===== src/sv/vdpr_pkg.sv =====
package vdpr_pkg;

    // fixed field widths
    localparam int VRAM_ADDR_W = 13;
    localparam int CFG_INDEX_W = 2;
    localparam int CFG_DATA_W  = 8;

    // configuration register indexes
    localparam logic [CFG_INDEX_W-1:0] REG_X_OFFSET = 2'd0;
    localparam logic [CFG_INDEX_W-1:0] REG_Y_OFFSET = 2'd1;

    // configuration reset values
    localparam logic [7:0] X_OFFSET_RESET = 8'd8;
    localparam logic [7:0] Y_OFFSET_RESET = 8'd0;

    // rgb565 colours
    localparam logic [15:0] COLOR_BLACK  = 16'h0000;
    localparam logic [15:0] COLOR_WHITE  = 16'hFFFF;
    localparam logic [15:0] COLOR_BAND_A = 16'h07E0;
    localparam logic [15:0] COLOR_BAND_B = 16'h001F;

    // colour band limits on the panel row, column limits before offset
    localparam logic [15:0] BAND_A_LO = 16'(24 + 240 / 256);
    localparam logic [15:0] BAND_A_HI = 16'(56 * 240 / 256);
    localparam logic [15:0] BAND_B_LO = 16'(176 * 240 / 256);
    localparam logic [15:0] BAND_B_HI = 16'(232 * 240 / 256);
    localparam logic [7:0]  BASE_COL_LO = 8'd16;
    localparam logic [7:0]  BASE_COL_HI = 8'd134;

    // depth of the queue between front and back
    localparam int QUEUE_DEPTH = 2;

    // live configuration
    typedef struct packed {
        logic [7:0] x_offset;
        logic [7:0] y_offset;
    } vdpr_cfg_t;

    // one classified byte write, handed from front to back
    typedef struct packed {
        logic [7:0]  pixel_x;
        logic [7:0]  col;
        logic [15:0] base_row;
        logic [7:0]  keep;
        logic [7:0]  new_byte;
    } vdpr_job_t;

endpackage


===== src/sv/vdpr_queue.sv =====
module vdpr_queue
    import vdpr_pkg::*;
(
    input  logic      clk,
    input  logic      rst_n,
    input  logic      push_valid,
    output logic      push_ready,
    input  vdpr_job_t push_data,
    output logic      pop_valid,
    input  logic      pop_ready,
    output vdpr_job_t pop_data
);

    localparam int PTR_W = (QUEUE_DEPTH > 1) ? $clog2(QUEUE_DEPTH) : 1;
    localparam int CNT_W = $clog2(QUEUE_DEPTH + 1);

    vdpr_job_t          slot_reg [QUEUE_DEPTH];
    logic [PTR_W-1:0]   wr_ptr_reg;
    logic [PTR_W-1:0]   wr_ptr_next;
    logic [PTR_W-1:0]   rd_ptr_reg;
    logic [PTR_W-1:0]   rd_ptr_next;
    logic [CNT_W-1:0]   count_reg;
    logic [CNT_W-1:0]   count_next;
    logic               do_push;
    logic               do_pop;

    // handshake
    assign push_ready = (count_reg != CNT_W'(QUEUE_DEPTH));
    assign pop_valid  = (count_reg != '0);
    assign pop_data   = slot_reg[rd_ptr_reg];
    assign do_push    = push_valid && push_ready;
    assign do_pop     = pop_valid && pop_ready;

    // pointer and fill count update
    always_comb
    begin
        wr_ptr_next = wr_ptr_reg;
        rd_ptr_next = rd_ptr_reg;
        count_next  = count_reg;
        if (do_push)
        begin
            wr_ptr_next = (wr_ptr_reg == PTR_W'(QUEUE_DEPTH - 1)) ? '0 : wr_ptr_reg + 1'b1;
        end
        if (do_pop)
        begin
            rd_ptr_next = (rd_ptr_reg == PTR_W'(QUEUE_DEPTH - 1)) ? '0 : rd_ptr_reg + 1'b1;
        end
        if (do_push && !do_pop)
        begin
            count_next = count_reg + 1'b1;
        end
        else if (do_pop && !do_push)
        begin
            count_next = count_reg - 1'b1;
        end
    end

    always_ff @(posedge clk or negedge rst_n)
    begin
        if (!rst_n)
        begin
            wr_ptr_reg <= '0;
            rd_ptr_reg <= '0;
            count_reg  <= '0;
        end
        else
        begin
            wr_ptr_reg <= wr_ptr_next;
            rd_ptr_reg <= rd_ptr_next;
            count_reg  <= count_next;
        end
    end

    // slot storage
    always_ff @(posedge clk)
    begin
        if (do_push)
        begin
            slot_reg[wr_ptr_reg] <= push_data;
        end
    end

endmodule


===== config.mk =====
export PLATFORM = sky130hd
export DESIGN_NAME = vdpr_queue
export DESIGN_NICKNAME = d
export VERILOG_FILES = /design/src/sv/vdpr_pkg.sv /design/src/sv/vdpr_queue.sv
export SDC_FILE = /design/constraint.sdc
export NUM_CORES = 1
export LEC_CHECK = 0
export BUFFER_PORTS_ARGS = -buffer_cell sky130_fd_sc_hd__buf_2
export CORE_MARGIN = 2
export CORE_UTILIZATION = 46
export CTS_BUF_LIST = sky130_fd_sc_hd__clkbuf_4 sky130_fd_sc_hd__clkbuf_8 sky130_fd_sc_hd__clkbuf_16
export DETAILED_ROUTE_END_ITERATION = 6
export PLACE_DENSITY = 0.78
export SLEW_MARGIN = 20
export SYNTH_ARGS = -nofsm -noshare
export SYNTH_HDL_FRONTEND = slang
export SYNTH_SLANG_ARGS = --single-unit

===== constraint.sdc =====
create_clock -name clk -period 2.8 [get_ports clk]
set_input_delay 0 -clock clk [delete_from_list [all_inputs] [get_ports clk]]
set_output_delay 0 -clock clk [all_outputs]
set_load 0.02 [all_outputs]

== Word level (Yosys, flattened, before mapping) ==
Memories as Yosys holds them, arrays and structs flattened.
Index checks and enable logic that the tools add are counted.

* Register bits: 4
* RAM bits: 96
* Output and inout port bits: 50
* Word-level logic and storage cells: 23
* Memories: 1

* $add $sub $neg: 4
* Equality and inequality tests: 1
* Multiplexer cells: 6
* Reduce and logical (&&, ||, !) cells: 8

{| class="wikitable"
|+ Memories
! memory !! words !! bits a word !! rd ports !! clocked after Yosys merged registers in !! wr ports !! line !! text
|-
| slot_reg || 2 || 48 || 1 || 0 || 1 || vdpr_queue.sv:17 || <nowiki>vdpr_job_t slot_reg [QUEUE_DEPTH];</nowiki>
|}

{| class="wikitable"
|+ Operators by type and width
! kind !! number
|-
| 1-bit logical AND || 4
|-
| 1-bit two-way mux || 4
|-
| 2-bit two-way mux || 2
|-
| 2-bit nonzero test || 2
|-
| 1-bit adder, second input constant || 2
|-
| 2-bit by 1-bit adder with 2-bit output, second input constant || 1
|-
| 1-bit logical NOT || 2
|-
| 2-bit inequality test, second input constant || 1
|-
| 2-bit by 1-bit subtractor with 2-bit output, second input constant || 1
|}

== Longest topological paths before layout ==
* Depth in word-level cells: 6
* Gate-level depth with buffers: 7

== Worst setup path before layout ==
Ideal clock, no wire load.

* Kind: register -> register
* Start point: register count_reg[0]
* End point: memory slot_reg[0][0] (netlist name), enable pin
* Setup time: 0.454 ns
* Data arrival time: 2.815 ns
* Required time: 2.346 ns
* Path slack: -0.468 ns
* Cell stages (with the launch flop): 4
* Cells stage by stage: dfrtp_1 > nand2b_1 > nand2_1 > nor2_1

* Word-level cells in the longest chain between the ends: 4

{| class="wikitable"
|+ Ends and longest elaborated chain
! element !! line !! text
|-
| start: declaration || vdpr_queue.sv:22 || <nowiki>logic [CNT_W-1:0] count_reg;</nowiki>
|-
| start signal: assignment || vdpr_queue.sv:70 || <nowiki>count_reg <= count_next;</nowiki>
|-
| 2-bit inequality test || vdpr_queue.sv:28 || <nowiki>assign push_ready = (count_reg != CNT_W'(QUEUE_DEPTH));</nowiki>
|-
| net push_ready || vdpr_queue.sv:7 || <nowiki>output logic push_ready,</nowiki>
|-
| 1-bit logical AND || vdpr_queue.sv:31 || <nowiki>assign do_push = push_valid && push_ready;</nowiki>
|-
| 1-bit two-way mux || vdpr_queue.sv:77 || <nowiki>if (do_push)</nowiki>
|-
| 1-bit two-way mux (implied by the code) || vdpr_queue.sv:79 || <nowiki>slot_reg[wr_ptr_reg] <= push_data;</nowiki>
|-
| end: declaration || vdpr_queue.sv:17 ||
|}

The timed path passes the listed nets, and every way through them passes these cells.

== Final worst setup path ==
* Start point: register count_reg[0]
* End point: memory slot_reg[0][41] (netlist name), enable pin

* Word-level cells in the longest chain between the ends: 4

{| class="wikitable"
|+ Ends and longest elaborated chain
! element !! line
|-
| 2-bit inequality test || vdpr_queue.sv:28
|-
| 1-bit logical AND || vdpr_queue.sv:31
|-
| 1-bit two-way mux || vdpr_queue.sv:77
|-
| 1-bit two-way mux (implied by the code) || vdpr_queue.sv:79
|}

Every way passes these cells.

==> results.txt <==
- Final non-filler cell total: 436
- In this run the post-CTS setup repair buffer count came out at 0.
- The startpoint identified for the worst hold timing path is push_data[18].
- The final route contains 2057 vias.
* Die Span X: between 90 and 100 um
- After detailed routing, the number of vias per cell comes to about 4.7.
- Row generation in the floorplan step produced 32 rows.
- Drt wl/cell: 15.36 um
- The count of buffers added on input and output ports is 101.
- The register with the most flip-flops in the layout has between 90 and 100 of them.
* RSZ-0062 raised after global routing: no
* Count of placed standard cells including taps: around 370
- Initial core utilization: about 48%
- Clock-pin slew was measured on the worst setup and hold paths at around 0.09 ns.
* R2r setup slk: 1.02 ns
- The tightest hold path in the finished design has a slack of roughly 0.36 ns.
- Worst Setup End Kind: flop
* Synthesized instance count: roughly 170
- IR analysis of the VDD net gives a maximum drop of just under 0.0006 V.
- CP bufs+invs: 1
* TritonCTS clock tree: yes
- CTS placed an instance of sky130_fd_sc_hd__clkbuf_8 at the clock tree root.
* Worst Path Max Fanout: 31
- Final weighted congestion in routability-driven placement: slightly below 0.7
- Derived from the worst setup path, the maximum achievable clock frequency is around 560 MHz.
- The worst setup path is launched from a flop.
* Diode count: 0
* Net total in the final layout: around 380
- For this design the static power due to leakage is around 0.0020 uW.
- Measured in cells, the most critical reg-to-reg path has a length of 4.
- The floorplan step defined a die boundary enclosing 8785 sq um.
- The tool flagged a number of max-cap violations equal to 0.
* Fraction of the core area covered by cells at the end of the flow: between 60% and 70%
- Proportion of layout cells with a drive suffix above 1: 51.50%
- The critical path in this run is classified as flop to flop.
- Sequential cells were found to cover 80.54% of the synthesized design area.
* Critical register-to-register path startpoint: count_reg[0]
- On the critical path the largest part of the delay comes from simple AND/OR/NAND/NOR gates.
- Pwr dens: 956.1 nW/um^2
* Global router's overall resource usage: 15.70%
- The endpoint identified for the worst register-to-register timing path is slot_reg[0][41].
* Final Routed Wirelength: between 6 and 7 mm
- The HPWL after detailed placement is approximately 4 mm.
- Averaged over all synthesized cells, the footprint is about 22 sq um.
- The via count of the first global-routing pass is roughly 2200.
- The number of nets in the synthesized netlist is 220.
- Share of the clock period used by the worst path after layout: about 64%
* Insertion delay to the later sink of the worst-skew pair: roughly 0.36 ns
* Status: completed
- After floorplanning, the core was sized to cover between 7000 and 8000 sq um.
- Setup violations remaining at the end of the flow were counted as 0.
* Post-cts gate resize count: 0
- Cts bufs inserted: 9
* Critical Path AT: 1.84 ns
- Number of library cell types mapped by synthesis: 16
- Antenna-violating nets left: 0
* Worst Hold Path Cells: 2
- CP required: 2.86 ns
* Maximum number of pins on one net before global-route repair: 39
* Min-Delay Endpoint: slot_reg[0][18]
* Max-Slew Margin vs Limit: ~60%
- Highest cell delay on the worst timing path: 0.48 ns
- The total count of hold-check failures in the final report came to 0.
* Post-route cell area: 5076 sq um
* Number of warning messages in the yosys log: 0
- Post-CTS Hold Fix Bufs: 52
* Number of antenna violations at the first check in global routing: 0
- Placed Instance Area: roughly 4400 sq um
* CTS H-tree depth: 3
* First-pass GRT wire length: 10.18 mm
- Synthesis inferred 100 register bits.
- At the pin with the least slew margin, the transition time is about 0.58 ns.
- Length of the first detailed-routing pass in iterations: 4
- Total DRC errors in the routed layout: 0
* Maximum clock insertion buffer count: 2
- CP Cell Sequence: nand2b_1 -> nand2_1 -> nor2_4 -> buf_12
* Worst clock skew: around 0.010 ns
- Number of slew-limit violations in the final report: 0
- Post-Syn Area: 3704 sq um
- Global route total overflow: 0
- For the finished layout, the period the worst path requires is about 1.8 ns.
- Vert. Die Dim: 93.73 um
- For this design the top-level I/O count stands at approximately 100.
- For the final routed database, the setup TNS stands at 0 ns.
* Cell at the slowest stage of the critical path: sky130_fd_sc_hd__nor2_4
- Clock sink total: 100
- The min-delay analysis places its worst path in the category input pin to flop.
- For this block, the initial DRC count from the detailed router was around 110.
- Area grow syn2layout: 37.06%
per-stage QoR:
stage	power [uW]	setup slack [ns]
6_report	4853	1.017
5_1_grt	5095	0.8533
4_1_cts	4913	0.9699
3_5_place_dp	3947	0.9866
3_3_place_gp	3909	1.051
2_1_floorplan	3424	0.3279
logic make-up (layout without fill, tap and decap cells):
family	count (synthesis)	count (layout)	synth area share, %
flops	100	100	80.54
mux	48	48	15.61
simple gates	7	7	0.9126
buf+inv	6	173	1.419
xor+xnor	5	5	1.183
fa+ha+maj	1	1	0.3378
power breakdown:
group          internal (uW)  switching, uW
logic                    773           1010
registers               2050            126
clock network            419            484
area by class of cell:
cell class,instances,area (sq um)
clock inverters,7,73.82
flip-flops and latches,100,2984
repair buffers,156,1086
clock buffers,9,123.9
multi-input cells,61,676.9
inverters,1,3.754
well taps,102,127.6
fillers,568,2691
metal layers:
metal  GRT usage [%]  vias to the layer above  part of all wire (%)
met5               0                        -                     0
met4           5.797                        0                   1.5
met3           4.655                        9                   7.1
met2           27.26                       78                    50
met1           18.45                      994                    41
li1                -                      976                     -
worst reg2reg max path, stage by stage, from the launching register on:
cell                       delay (ns)
sky130_fd_sc_hd__dfrtp_1         0.41
sky130_fd_sc_hd__nand2b_1        0.16
sky130_fd_sc_hd__nand2_1         0.13
sky130_fd_sc_hd__nor2_4          0.48
sky130_fd_sc_hd__buf_12          0.29
Yosys cell counts:
cell,count,area (sq um)
sky130_fd_sc_hd__edfxtp_1,96,2883
sky130_fd_sc_hd__mux2_2,38,427.9
sky130_fd_sc_hd__mux2_4,10,150.1
sky130_fd_sc_hd__dfrtp_1,4,100.1
sky130_fd_sc_hd__buf_4,3,22.52
sky130_fd_sc_hd__xnor2_1,3,26.28
sky130_fd_sc_hd__nand2_1,2,7.510
sky130_fd_sc_hd__nor2_1,2,7.510
sky130_fd_sc_hd__xor2_1,2,17.52
sky130_fd_sc_hd__and3_1,1,6.260
sky130_fd_sc_hd__buf_6,1,11.26
sky130_fd_sc_hd__buf_8,1,15.01
sky130_fd_sc_hd__ha_1,1,12.51
sky130_fd_sc_hd__inv_1,1,3.750
sky130_fd_sc_hd__nand2b_1,1,6.260
sky130_fd_sc_hd__or2_2,1,6.260
cell usage in the layout (no fill, tap or decap), types with 3 or more instances in the layout:
cell type | Yosys | layout
sky130_fd_sc_hd__xnor2_1 | 3 | 3
sky130_fd_sc_hd__dfrtp_1 | 4 | 3
sky130_fd_sc_hd__edfxtp_1 | 96 | 96
sky130_fd_sc_hd__clkbuf_8 | 0 | 9
sky130_fd_sc_hd__buf_12 | 0 | 3
sky130_fd_sc_hd__dlygate4sd3_1 | 0 | 52
sky130_fd_sc_hd__mux2_4 | 10 | 10
sky130_fd_sc_hd__mux2_2 | 38 | 38
sky130_fd_sc_hd__inv_6 | 0 | 3
sky130_fd_sc_hd__buf_2 | 0 | 101
worst max-delay path by stage:
stage                 start         endpoint  slack, ns  depth (start not counted)
2_1_floorplan  count_reg[0]   slot_reg[0][0]       0.33                          3
3_3_place_gp   count_reg[0]  slot_reg[0][36]       1.05                          4
3_5_place_dp   count_reg[0]  slot_reg[0][41]       0.99                          4
4_1_cts        count_reg[0]  slot_reg[0][17]       0.97                          4
5_1_grt        count_reg[0]  slot_reg[0][39]       0.85                          4
6_report       count_reg[0]  slot_reg[0][41]       1.02                          4
Power figures use the tool's default switching activity.
